$ cat src/rtl/kvt_pkg.sv
// Shared constants and types for the key/value table unit.
// Holds the default table geometry, the item field widths, request
// codes and status codes. Depends on nothing.
package kvt_pkg;

    // Default table geometry.
    localparam int KVT_DEPTH      = 16;
    localparam int KVT_KEY_BITS   = 64;
    localparam int KVT_VALUE_BITS = 64;

    // Fixed widths of the item fields on the ports.
    localparam int TYPE_FIELD_W   = 2;
    localparam int KEY_FIELD_W    = 64;
    localparam int VALUE_FIELD_W  = 64;
    localparam int STATUS_FIELD_W = 2;

    typedef logic [TYPE_FIELD_W-1:0]   kvt_op_t;
    typedef logic [STATUS_FIELD_W-1:0] kvt_status_t;

    // Request codes.
    localparam kvt_op_t OP_GET = 2'd0;
    localparam kvt_op_t OP_PUT = 2'd1;
    localparam kvt_op_t OP_DEL = 2'd2;

    // Result status codes.
    localparam kvt_status_t ST_OK        = 2'd0;
    localparam kvt_status_t ST_NOT_FOUND = 2'd1;
    localparam kvt_status_t ST_FULL      = 2'd2;

endpackage

$ cat src/rtl/kvt_entry_mem.sv
// Entry store of the key/value table: a simple dual-port memory with one
// write port and one read port whose data is registered. Depends on nothing.
module kvt_entry_mem #(
    parameter int DEPTH = 16,
    parameter int WIDTH = 128
) (
    input  logic                     clk,
    input  logic                     we,
    input  logic [$clog2(DEPTH)-1:0] waddr,
    input  logic [WIDTH-1:0]         wdata,
    input  logic [$clog2(DEPTH)-1:0] raddr,
    output logic [WIDTH-1:0]         rdata
);

    logic [WIDTH-1:0] mem [DEPTH];

    always_ff @(posedge clk)
    begin
        if (we)
        begin
            mem[waddr] <= wdata;
        end
    end

    always_ff @(posedge clk)
    begin
        rdata <= mem[raddr];
    end

endmodule

$ cat src/rtl/key_value_table_unit.sv
// Key/value table unit: get, put and delete on a packed table of up to TABLE_DEPTH entries.
// Each item scans the live entries for its key, resolves, and then offers its result.
// A delete that hits first shifts every later entry one place lower, then offers its result.
// One item is in work at a time; the result register lets the next item in while a result waits.
// rst_n clears the table to empty at once; memory contents are not cleared and need no sweep.
// Depends on kvt_pkg and kvt_entry_mem.
module key_value_table_unit
    import kvt_pkg::*;
#(
    parameter int TABLE_DEPTH = KVT_DEPTH,
    parameter int KEY_BITS    = KVT_KEY_BITS,
    parameter int VALUE_BITS  = KVT_VALUE_BITS
) (
    input  logic                                 clk,
    input  logic                                 rst_n,
    // Request items.
    input  logic                                 s_axis_tvalid,
    output logic                                 s_axis_tready,
    // Fields from bit 0: req_key [63:0], req_value [127:64].
    input  logic [KEY_FIELD_W+VALUE_FIELD_W-1:0] s_axis_tdata,
    // Fields from bit 0: req_type [1:0].
    input  logic [TYPE_FIELD_W-1:0]              s_axis_tuser,
    // Result items.
    output logic                                 m_axis_tvalid,
    input  logic                                 m_axis_tready,
    // Fields from bit 0: read_value [63:0].
    output logic [VALUE_FIELD_W-1:0]             m_axis_tdata,
    // Fields from bit 0: status [1:0].
    output logic [STATUS_FIELD_W-1:0]            m_axis_tuser
);

    // Address width of the entry store, and count width that can also hold
    // the full depth.
    localparam int AW = $clog2(TABLE_DEPTH);
    localparam int CW = $clog2(TABLE_DEPTH + 1);
    localparam int EW = KEY_BITS + VALUE_BITS;

    // Sequencer states.
    localparam logic [2:0] S_IDLE    = 3'd0;
    localparam logic [2:0] S_SCAN    = 3'd1;
    localparam logic [2:0] S_RESOLVE = 3'd2;
    localparam logic [2:0] S_SHIFT   = 3'd3;
    localparam logic [2:0] S_DONE    = 3'd4;

    logic [2:0]            state_reg, state_next;
    logic [CW-1:0]         count_reg, count_next;
    kvt_op_t               op_reg, op_next;
    logic [KEY_BITS-1:0]   key_reg, key_next;
    logic [VALUE_BITS-1:0] val_reg, val_next;

    // Scan pointer: scan_idx is the next address to read; cmp_idx tags the
    // word that arrives from the memory in this cycle.
    logic [CW-1:0]         scan_idx_reg, scan_idx_next;
    logic                  cmp_vld_reg, cmp_vld_next;
    logic [CW-1:0]         cmp_idx_reg, cmp_idx_next;
    logic                  found_reg, found_next;
    logic [CW-1:0]         slot_reg, slot_next;
    logic [VALUE_BITS-1:0] hit_value_reg, hit_value_next;

    // Delete shift: reads run one address ahead of writes.
    logic [CW-1:0]         rd_idx_reg, rd_idx_next;
    logic [CW-1:0]         wr_idx_reg, wr_idx_next;
    logic                  pend_reg, pend_next;

    kvt_status_t           res_status_reg, res_status_next;
    logic [VALUE_BITS-1:0] res_value_reg, res_value_next;

    logic                     m_tvalid_reg, m_tvalid_next;
    logic [VALUE_FIELD_W-1:0] m_tdata_reg, m_tdata_next;
    kvt_status_t              m_tuser_reg, m_tuser_next;

    // Entry store port signals.
    logic          mem_we;
    logic [AW-1:0] mem_waddr;
    logic [EW-1:0] mem_wdata;
    logic [AW-1:0] mem_raddr;
    logic [EW-1:0] mem_rdata;

    logic                  scan_issue;
    logic                  scan_hit;
    logic [KEY_BITS-1:0]   rd_key;
    logic [VALUE_BITS-1:0] rd_value;
    logic                  out_free;

    kvt_entry_mem #(
        .DEPTH (TABLE_DEPTH),
        .WIDTH (EW)
    ) u_entry_mem (
        .clk   (clk),
        .we    (mem_we),
        .waddr (mem_waddr),
        .wdata (mem_wdata),
        .raddr (mem_raddr),
        .rdata (mem_rdata)
    );

    // Each entry word holds the key in its low bits and the value above it.
    assign rd_key   = mem_rdata[KEY_BITS-1:0];
    assign rd_value = mem_rdata[EW-1:KEY_BITS];

    assign scan_issue = (scan_idx_reg < count_reg);
    assign scan_hit   = cmp_vld_reg && (rd_key == key_reg);
    assign out_free   = !m_tvalid_reg || m_axis_tready;

    assign s_axis_tready = (state_reg == S_IDLE);
    assign m_axis_tvalid = m_tvalid_reg;
    assign m_axis_tdata  = m_tdata_reg;
    assign m_axis_tuser  = m_tuser_reg;

    always_comb
    begin
        state_next      = state_reg;
        count_next      = count_reg;
        op_next         = op_reg;
        key_next        = key_reg;
        val_next        = val_reg;
        scan_idx_next   = scan_idx_reg;
        cmp_vld_next    = cmp_vld_reg;
        cmp_idx_next    = cmp_idx_reg;
        found_next      = found_reg;
        slot_next       = slot_reg;
        hit_value_next  = hit_value_reg;
        rd_idx_next     = rd_idx_reg;
        wr_idx_next     = wr_idx_reg;
        pend_next       = pend_reg;
        res_status_next = res_status_reg;
        res_value_next  = res_value_reg;
        m_tvalid_next   = m_tvalid_reg;
        m_tdata_next    = m_tdata_reg;
        m_tuser_next    = m_tuser_reg;

        mem_we    = 1'b0;
        mem_waddr = wr_idx_reg[AW-1:0];
        mem_wdata = {val_reg, key_reg};
        mem_raddr = scan_idx_reg[AW-1:0];

        // The result register drains independently of the sequencer.
        if (m_tvalid_reg && m_axis_tready)
        begin
            m_tvalid_next = 1'b0;
        end

        unique case (state_reg)
            S_IDLE:
            begin
                if (s_axis_tvalid)
                begin
                    op_next       = s_axis_tuser;
                    key_next      = s_axis_tdata[KEY_BITS-1:0];
                    val_next      = s_axis_tdata[KEY_FIELD_W +: VALUE_BITS];
                    scan_idx_next = '0;
                    cmp_vld_next  = 1'b0;
                    found_next    = 1'b0;
                    state_next    = S_SCAN;
                end
            end

            S_SCAN:
            begin
                // Issue one read per cycle and compare the word read in the
                // cycle before; live entries are always written.
                cmp_vld_next = scan_issue;
                cmp_idx_next = scan_idx_reg;
                if (scan_issue)
                begin
                    scan_idx_next = scan_idx_reg + CW'(1);
                end
                if (scan_hit)
                begin
                    found_next     = 1'b1;
                    slot_next      = cmp_idx_reg;
                    hit_value_next = rd_value;
                    state_next     = S_RESOLVE;
                end
                else if (!scan_issue)
                begin
                    // Every live entry has been compared without a match.
                    found_next = 1'b0;
                    state_next = S_RESOLVE;
                end
            end

            S_RESOLVE:
            begin
                res_status_next = ST_OK;
                res_value_next  = '0;
                state_next      = S_DONE;
                unique case (op_reg)
                    OP_GET:
                    begin
                        if (found_reg)
                        begin
                            res_value_next = hit_value_reg;
                        end
                        else
                        begin
                            res_status_next = ST_NOT_FOUND;
                        end
                    end
                    OP_PUT:
                    begin
                        if (found_reg)
                        begin
                            mem_we    = 1'b1;
                            mem_waddr = slot_reg[AW-1:0];
                        end
                        else if (count_reg == CW'(TABLE_DEPTH))
                        begin
                            res_status_next = ST_FULL;
                        end
                        else
                        begin
                            // Append the new entry at the end of the packed table.
                            mem_we     = 1'b1;
                            mem_waddr  = count_reg[AW-1:0];
                            count_next = count_reg + CW'(1);
                        end
                    end
                    OP_DEL:
                    begin
                        if (found_reg)
                        begin
                            wr_idx_next = slot_reg;
                            rd_idx_next = slot_reg + CW'(1);
                            pend_next   = 1'b0;
                            state_next  = S_SHIFT;
                        end
                        else
                        begin
                            res_status_next = ST_NOT_FOUND;
                        end
                    end
                    default:
                    begin
                        // The unused request code changes nothing.
                        res_status_next = ST_OK;
                    end
                endcase
            end

            S_SHIFT:
            begin
                // Entry rd_idx is read while the entry read in the cycle
                // before is written one place lower.
                if (pend_reg)
                begin
                    mem_we      = 1'b1;
                    mem_waddr   = wr_idx_reg[AW-1:0];
                    mem_wdata   = mem_rdata;
                    wr_idx_next = wr_idx_reg + CW'(1);
                end
                if (rd_idx_reg < count_reg)
                begin
                    mem_raddr   = rd_idx_reg[AW-1:0];
                    rd_idx_next = rd_idx_reg + CW'(1);
                    pend_next   = 1'b1;
                end
                else
                begin
                    pend_next = 1'b0;
                    if (!pend_reg)
                    begin
                        count_next = count_reg - CW'(1);
                        state_next = S_DONE;
                    end
                end
            end

            S_DONE:
            begin
                if (out_free)
                begin
                    m_tvalid_next                 = 1'b1;
                    m_tuser_next                  = res_status_reg;
                    m_tdata_next                  = '0;
                    m_tdata_next[VALUE_BITS-1:0]  = res_value_reg;
                    state_next                    = S_IDLE;
                end
            end

            default:
            begin
                state_next = S_IDLE;
            end
        endcase
    end

    always_ff @(posedge clk or negedge rst_n)
    begin
        if (!rst_n)
        begin
            state_reg    <= S_IDLE;
            count_reg    <= '0;
            cmp_vld_reg  <= 1'b0;
            pend_reg     <= 1'b0;
            m_tvalid_reg <= 1'b0;
        end
        else
        begin
            state_reg    <= state_next;
            count_reg    <= count_next;
            cmp_vld_reg  <= cmp_vld_next;
            pend_reg     <= pend_next;
            m_tvalid_reg <= m_tvalid_next;
        end
    end

    always_ff @(posedge clk)
    begin
        op_reg         <= op_next;
        key_reg        <= key_next;
        val_reg        <= val_next;
        scan_idx_reg   <= scan_idx_next;
        cmp_idx_reg    <= cmp_idx_next;
        found_reg      <= found_next;
        slot_reg       <= slot_next;
        hit_value_reg  <= hit_value_next;
        rd_idx_reg     <= rd_idx_next;
        wr_idx_reg     <= wr_idx_next;
        res_status_reg <= res_status_next;
        res_value_reg  <= res_value_next;
        m_tdata_reg    <= m_tdata_next;
        m_tuser_reg    <= m_tuser_next;
    end

    // The table never holds more entries than it has room for.
    a_count_bound: assert property (@(posedge clk) disable iff (!rst_n)
        count_reg <= CW'(TABLE_DEPTH))
        else $error("entry count exceeds the table depth");

    // The count moves by at most one entry per item.
    a_count_step: assert property (@(posedge clk) disable iff (!rst_n)
        !$stable(count_reg) |->
            (count_reg == $past(count_reg) + CW'(1)) ||
            (count_reg == $past(count_reg) - CW'(1)))
        else $error("entry count changed by more than one");

    // The entry store is written only while resolving or shifting.
    a_write_window: assert property (@(posedge clk) disable iff (!rst_n)
        mem_we |-> (state_reg == S_RESOLVE) || (state_reg == S_SHIFT))
        else $error("entry store written outside resolve or shift");

    // An accepted item always starts a scan.
    a_accept_scan: assert property (@(posedge clk) disable iff (!rst_n)
        (s_axis_tvalid && s_axis_tready) |=> (state_reg == S_SCAN))
        else $error("accepted item did not start a scan");

    // A new result appears only when the sequencer finishes an item.
    a_result_source: assert property (@(posedge clk) disable iff (!rst_n)
        $rose(m_tvalid_reg) |-> ($past(state_reg) == S_DONE))
        else $error("result raised outside the finishing state");

endmodule
$ cat config.mk
export PLATFORM = sky130hd
export DESIGN_NAME = key_value_table_unit
export DESIGN_NICKNAME = d
export VERILOG_FILES = /design/src/rtl/kvt_pkg.sv /design/src/rtl/kvt_entry_mem.sv /design/src/rtl/key_value_table_unit.sv
export SDC_FILE = /design/constraint.sdc
export NUM_CORES = 2
export LEC_CHECK = 0
export BUFFER_PORTS_ARGS = -buffer_cell sky130_fd_sc_hd__buf_2
export CAP_MARGIN = 20
export CORE_MARGIN = 2
export CORE_UTILIZATION = 45
export CTS_BUF_LIST = sky130_fd_sc_hd__clkbuf_2
export DETAILED_ROUTE_END_ITERATION = 8
export GPL_TIMING_DRIVEN = 0
export PLACE_DENSITY = 0.6
export SLEW_MARGIN = 20
export SYNTH_ARGS = -nofsm -noshare
export SYNTH_HDL_FRONTEND = slang
export SYNTH_SLANG_ARGS = --single-unit
$ cat constraint.sdc
create_clock -name clk -period 15.6 [get_ports clk]
set_input_delay 0.78 -clock clk [delete_from_list [all_inputs] [get_ports clk]]
set_output_delay 0.78 -clock clk [all_outputs]
set_load 0.1 [all_outputs]
## Word level (Yosys, flattened, before mapping)

Memory sizes are Yosys's and may differ from the RTL's. A register that Yosys moved wholly into a read port is not among the register bits.
Index checks and enable logic that the tools add are counted.

- Memory bits (writable): 2,048
- Word-level logic and storage cells: 127
- Memories kept: 1
- Input bits: 134
- Flip-flop bits (word level): 363

Memory list:

| memory | words | bits a word | read ports | clocked after memory_dff | wr ports | line | source |
|---|---|---|---|---|---|---|---|
| u_entry_mem.mem | 16 | 128 | 1 | 1 | 1 | kvt_entry_mem.sv:15 | `logic [WIDTH-1:0] mem [DEPTH];` |

- Order comparisons: 2
- Eq/ne operators: 21
- Add/sub/neg operators: 6
- Reductions and logical operators: 21
- Multiplexer cells: 57

Operators with widths:

| operator | number |
|---|---|
| two-way mux 128 bit | 2 |
| two-way mux 5 bit | 13 |
| equality test 64 bit | 1 |
| one-hot mux 5 bit (2 select lines) | 4 |
| adder 5 x 1 -> 5 bit, second input constant | 5 |
| two-way mux 3 bit | 8 |
| two-way mux 4 bit | 6 |
| inequality test 2 bit, second input constant | 11 |
| two-way mux 1 bit | 16 |
| one-hot mux 3 bit (5 select lines) | 1 |
| less-than comparator 5 bit | 2 |
| AND reduction 2 bit | 5 |
| AND reduction 3 bit | 3 |
| one-hot mux 1 bit (2 select lines) | 4 |
| AND reduction 4 bit | 2 |
| equality test 3 x 2 -> 1 bit, second input constant | 2 |
| AND reduction 6 bit | 1 |
| equality test 5 bit, second input constant | 1 |
| AND reduction 5 bit | 1 |
| subtractor 5 x 1 -> 5 bit, second input constant | 1 |
| two-way mux 2 bit | 2 |
| one-hot mux 2 bit (2 select lines) | 1 |
| nonzero test 2 bit | 2 |
| equality test 3 x 1 -> 1 bit, second input constant | 1 |
| 11 further kinds | 12 |

## Depth between registers and ports, before layout

- Depth in word-level cells: 7
- Depth in mapped cells: 15

## By module

Synthesis repeated with hierarchy kept, for this count alone.

- Cell total of the unflattened synthesis: 4,230
- Area, all modules: 94,091.5 sq um

Modules (own cells, without submodules):

| module | cells an instance | area each (sq um) | instances |
|---|---|---|---|
| kvt_entry_mem | 3,365 | 79,331.1 | 1 |
| key_value_table_unit | 865 | 14,760.4 | 1 |

## Worst setup path after synthesis

OpenSTA, ideal clock, no wires.

- Path kind: register to register
- From: reg state_reg[2]
- To: mem u_entry_mem.mem[5][0], enable pin
- Arrival: 10.186 ns
- Required time: 14.983 ns
- Buffers on the path: 0
- Slack: 4.797 ns
- Setup time: 0.617 ns
- Clock period less this slack: 10.803 ns
- Stages on the path, launching flop included: 8
- Cell sequence: dfrtp_1 -> nand2b_1 -> nor2_1 -> nand3b_1 -> or2_2 -> a21oi_1 -> nand2b_1 -> nor2_1

- Longest elaborated chain between the ends: 4

RTL lines:

| element | line | source |
|---|---|---|
| from (decl) | key_value_table_unit.sv:45 | `logic [2:0] state_reg, state_next;` |
| from (signal assigned) | key_value_table_unit.sv:300 | `state_reg <= state_next;` |
| equality test 3 x 2 -> 1 bit | key_value_table_unit.sv:143 | `unique case (state_reg)` |
| one-hot mux 1 bit (2 select lines) | key_value_table_unit.sv:143 |  |
| two-way mux 1 bit | kvt_entry_mem.sv:19 | `if (we)` |
| two-way mux 1 bit (not written as such) | kvt_entry_mem.sv:21 | `mem[waddr] <= wdata;` |
| to (decl) | kvt_entry_mem.sv:15 |  |

Parallel ways exist; a longest one is shown, timed or not.

## Worst setup path after layout

- From: reg count_reg[4]
- To: reg u_entry_mem.rdata[94] (read register of u_entry_mem.mem)

- Longest elaborated chain between the ends: 3

RTL lines:

| element | line | source |
|---|---|---|
| from (decl) | key_value_table_unit.sv:46 | `logic [CW-1:0] count_reg, count_next;` |
| from (signal assigned) | key_value_table_unit.sv:301 | `count_reg <= count_next;` |
| less-than comparator 5 bit | key_value_table_unit.sv:252 | `if (rd_idx_reg < count_reg)` |
| two-way mux 4 bit | key_value_table_unit.sv:252 |  |
| two-way mux 4 bit | key_value_table_unit.sv:143 |  |
| to (decl) | kvt_entry_mem.sv:12 | `output logic [WIDTH-1:0] rdata` |

Every way passes these cells.
A chain may end at the register's enable or synchronous reset.

==> flow_metrics.env <==
export IMPL_clkLatencyLatePin_ns=1.95
export IMPL_vias=61280
export IMPL_die_x_um=467.7
export IMPL_cp_end_kind="flop"
export IMPL_overflow=0
export IMPL_start_util_pct=45.17
export IMPL_rsz0062_at_grt="no"
export IMPL_fin_cells=10730
export IMPL_area_delta_synth_final_pct=18.59
export IMPL_synth_edf_count=2399
export IMPL_placed_cells=9186
export IMPL_finalSetupTns_ns=0
export IMPL_worstPathMaxFanout=10
export IMPL_power_density_nw_per_um2=187.8
export IMPL_synthesis_nets=6131
export IMPL_largest_register="u_entry_mem.mem"
export IMPL_holdWs_ns=0.1316
export IMPL_ys_flop_type="edfxtp_1"
export IMPL_cts_resized=0
export IMPL_vdd_drop_max_mv=0.1185
export IMPL_cts_sinks=2538
export IMPL_grt_pass1_vias=60270
export IMPL_grt_pass1_wl_mm=427.9
export IMPL_drtIter0Drc=7689
export IMPL_maxCapViolations=0
export IMPL_design_area_um2=114700
export IMPL_min_period_ns=5.366
export IMPL_top_regs="u_entry_mem.mem x2048, u_entry_mem.rdata x128"
export IMPL_ios=202
export IMPL_worstSetupStartpointType="flop"
export IMPL_arrival_ns=7.19
export IMPL_antenna_found_initial=24
export IMPL_htreeDepth=6
export IMPL_wl_mm=307.0
export IMPL_leakagePower_nw=41.35
export IMPL_power_total_mw=21.55
export IMPL_pre_cts_ws_ns=10.41
export IMPL_io_buffers=201
export IMPL_drt_first_pass_iters=6
export IMPL_largest_register_ffs=2048
export IMPL_clk_pin_slew_ns=0.10
export IMPL_detail_route_wl_per_cell_um=28.60
export IMPL_final_antenna_net_count=0
export IMPL_dpl_cell_area_um2=105100
export IMPL_syn_area_um2=96750
export IMPL_hp_class="in2reg"
export IMPL_status="completed"
export IMPL_final_max_slew_viol_count=0
export IMPL_crit_type="reg2reg"
export IMPL_cts_tree="done"
export IMPL_setup_viol=0
export IMPL_cts_made_buffers=656
export IMPL_dp_hpwl_mm=203.6
export IMPL_nets=7533
export IMPL_ys_seq_area_share_pct=77.39
export IMPL_fin_skew_ns=0.1578
export IMPL_synth_distinct_cells=64
export IMPL_synth_seq_cells=2538
export IMPL_finalWorstSetupSlack_ns=10.23
export IMPL_grt_start_max_net_pins=55
export IMPL_core_um2=214200
export IMPL_yosysWarnings=0
export IMPL_max_freq_mhz=186.4
export IMPL_rows=170
export IMPL_cp_data_required_time_ns=17.42
export IMPL_synthArstFlopShare_pct=0.4334
export IMPL_track_usage_pct=27.64
export IMPL_clockRootBuffer="clkbuf_2"
export IMPL_relSlewSlack_pct=12.91
export IMPL_dieArea_um2=218700
export IMPL_final_core_util_pct=53.56
export IMPL_finalCritPeriodShare_pct=34.40
export IMPL_post_cts_buffers=0
export IMPL_drive_above_1_share_pct=22.07
export IMPL_routed_via_density=5.709
export IMPL_place_gp_congestion=0.8534
export IMPL_hold_buffers=377
export IMPL_die_h_um=467.7
export IMPL_drc=0
export IMPL_hold_viol=0
export IMPL_tightest_slew_ns=1.306
export IMPL_postSynthCellCount=5982
export IMPL_cts_buffer_depth=4
export IMPL_postSynthAreaPerCell_um2=16.17
==> cell usage in the layout, fill, tap and decap left out, drive strengths merged, types with 14 or more instances in the layout <==
cell type / synthesis / routed
edfxtp: 2399 / 2399
nand2: 1192 / 1192
clkbuf: 201 / 1192
buf: 158 / 525
mux2i: 442 / 442
dlygate4sd3: 0 / 377
nand3: 257 / 257
a311oi: 186 / 186
a21oi: 143 / 143
clkinv: 0 / 130
dfxtp: 128 / 128
and3: 110 / 110
a211oi: 108 / 108
mux4: 104 / 104
o22ai: 84 / 84
and2: 68 / 68
inv: 26 / 43
xor2: 41 / 41
o21ai: 34 / 34
nand4: 33 / 33
nor2: 33 / 33
o221ai: 30 / 30
mux2: 30 / 30
a221oi: 27 / 27
xnor2: 22 / 22
diode: 0 / 20
ha: 14 / 14
==> synthesized netlist by cell type (29+ instances only) <==
master	count	area, um2
o221ai_1	30	262.8
buf_1	32	120.1
edfxtp_1	2399	72040
nand4_1	33	206.5
nor2_1	33	123.9
and3_1	110	688.2
a311oi_1	186	1629
nand3_1	257	1286
a211oi_1	108	810.8
nand2_1	1192	4474
mux2_2	29	326.6
xor2_1	41	359.1
buf_2	98	490.5
mux2i_1	441	4414
clkbuf_1	201	754.5
mux4_2	104	2342
and2_1	68	425.4
o21ai_0	32	160.2
a21oi_1	143	715.7
dfxtp_1	128	2562
o22ai_1	84	525.5
==> cell type report <==
cell class,instances,area [um2]
Clock inverter,158,849.6
Multi-Input combinational cell,3059,20420
Buffer,359,1609
Sequential cell,2538,74880
Tap cell,2838,3551
Clock buffer,991,4960
Timing Repair Buffer,744,8314
Fill cell,17630,99460
Inverter,26,105.1
Antenna cell,20,50.05
==> per-layer routing <==
layer	GRT usage (%)	up-vias	share of wire, %
li1	-	26310	-
met1	36.54	30870	39
met2	43.00	3496	46
met3	7.197	596	10
met4	12.60	8	4.4
met5	0	-	0.039
==> worst max-delay path, stage by stage (launching register included) <==
cell	delay [ns]
dfrtp_1	0.40
inv_1	0.11
ha_1	0.29
o21ai_0	0.21
o211ai_1	0.62
buf_2	0.67
clkbuf_1	0.93
clkbuf_1	0.73
and3_1	0.28
a211oi_1	0.05
a31oi_1	0.23
o21ai_0	0.41
a21oi_1	0.36
==> worst paths after layout <==
kind                       slack, ns              start  cells after the start                     to
setup / recovery               10.23       count_reg[4]                     12  u_entry_mem.rdata[94]
hold / removal                  0.13  s_axis_tdata[110]                      3            val_reg[46]
setup reg to reg               10.23       count_reg[4]                     12  u_entry_mem.rdata[94]
hold reg to reg                 0.40  res_status_reg[1]                      0        m_axis_tuser[1]
max in group asynchronous      14.67              rst_n                      4           count_reg[1]
min in group asynchronous       0.48              rst_n                      4            cmp_vld_reg
==> cell families (layout without fill, tap and decap cells) <==
group	count (synthesis)	count (layout)	synth area share [%]
fa+ha+maj	15	15	0.2017
simple gates	1734	1734	7.718
xor+xnor	63	63	0.5703
flops	2538	2538	77.39
buf+inv	385	2278	1.733
compound gates	671	671	5.037
mux	576	576	7.347
other cells	0	20	0
==> power by group <==
part           internal (mW)  switching, mW
Clock                   1.81           2.72
Combinational           2.47           5.89
Sequential              8.36          0.296
(Power assumes the default switching activity.)
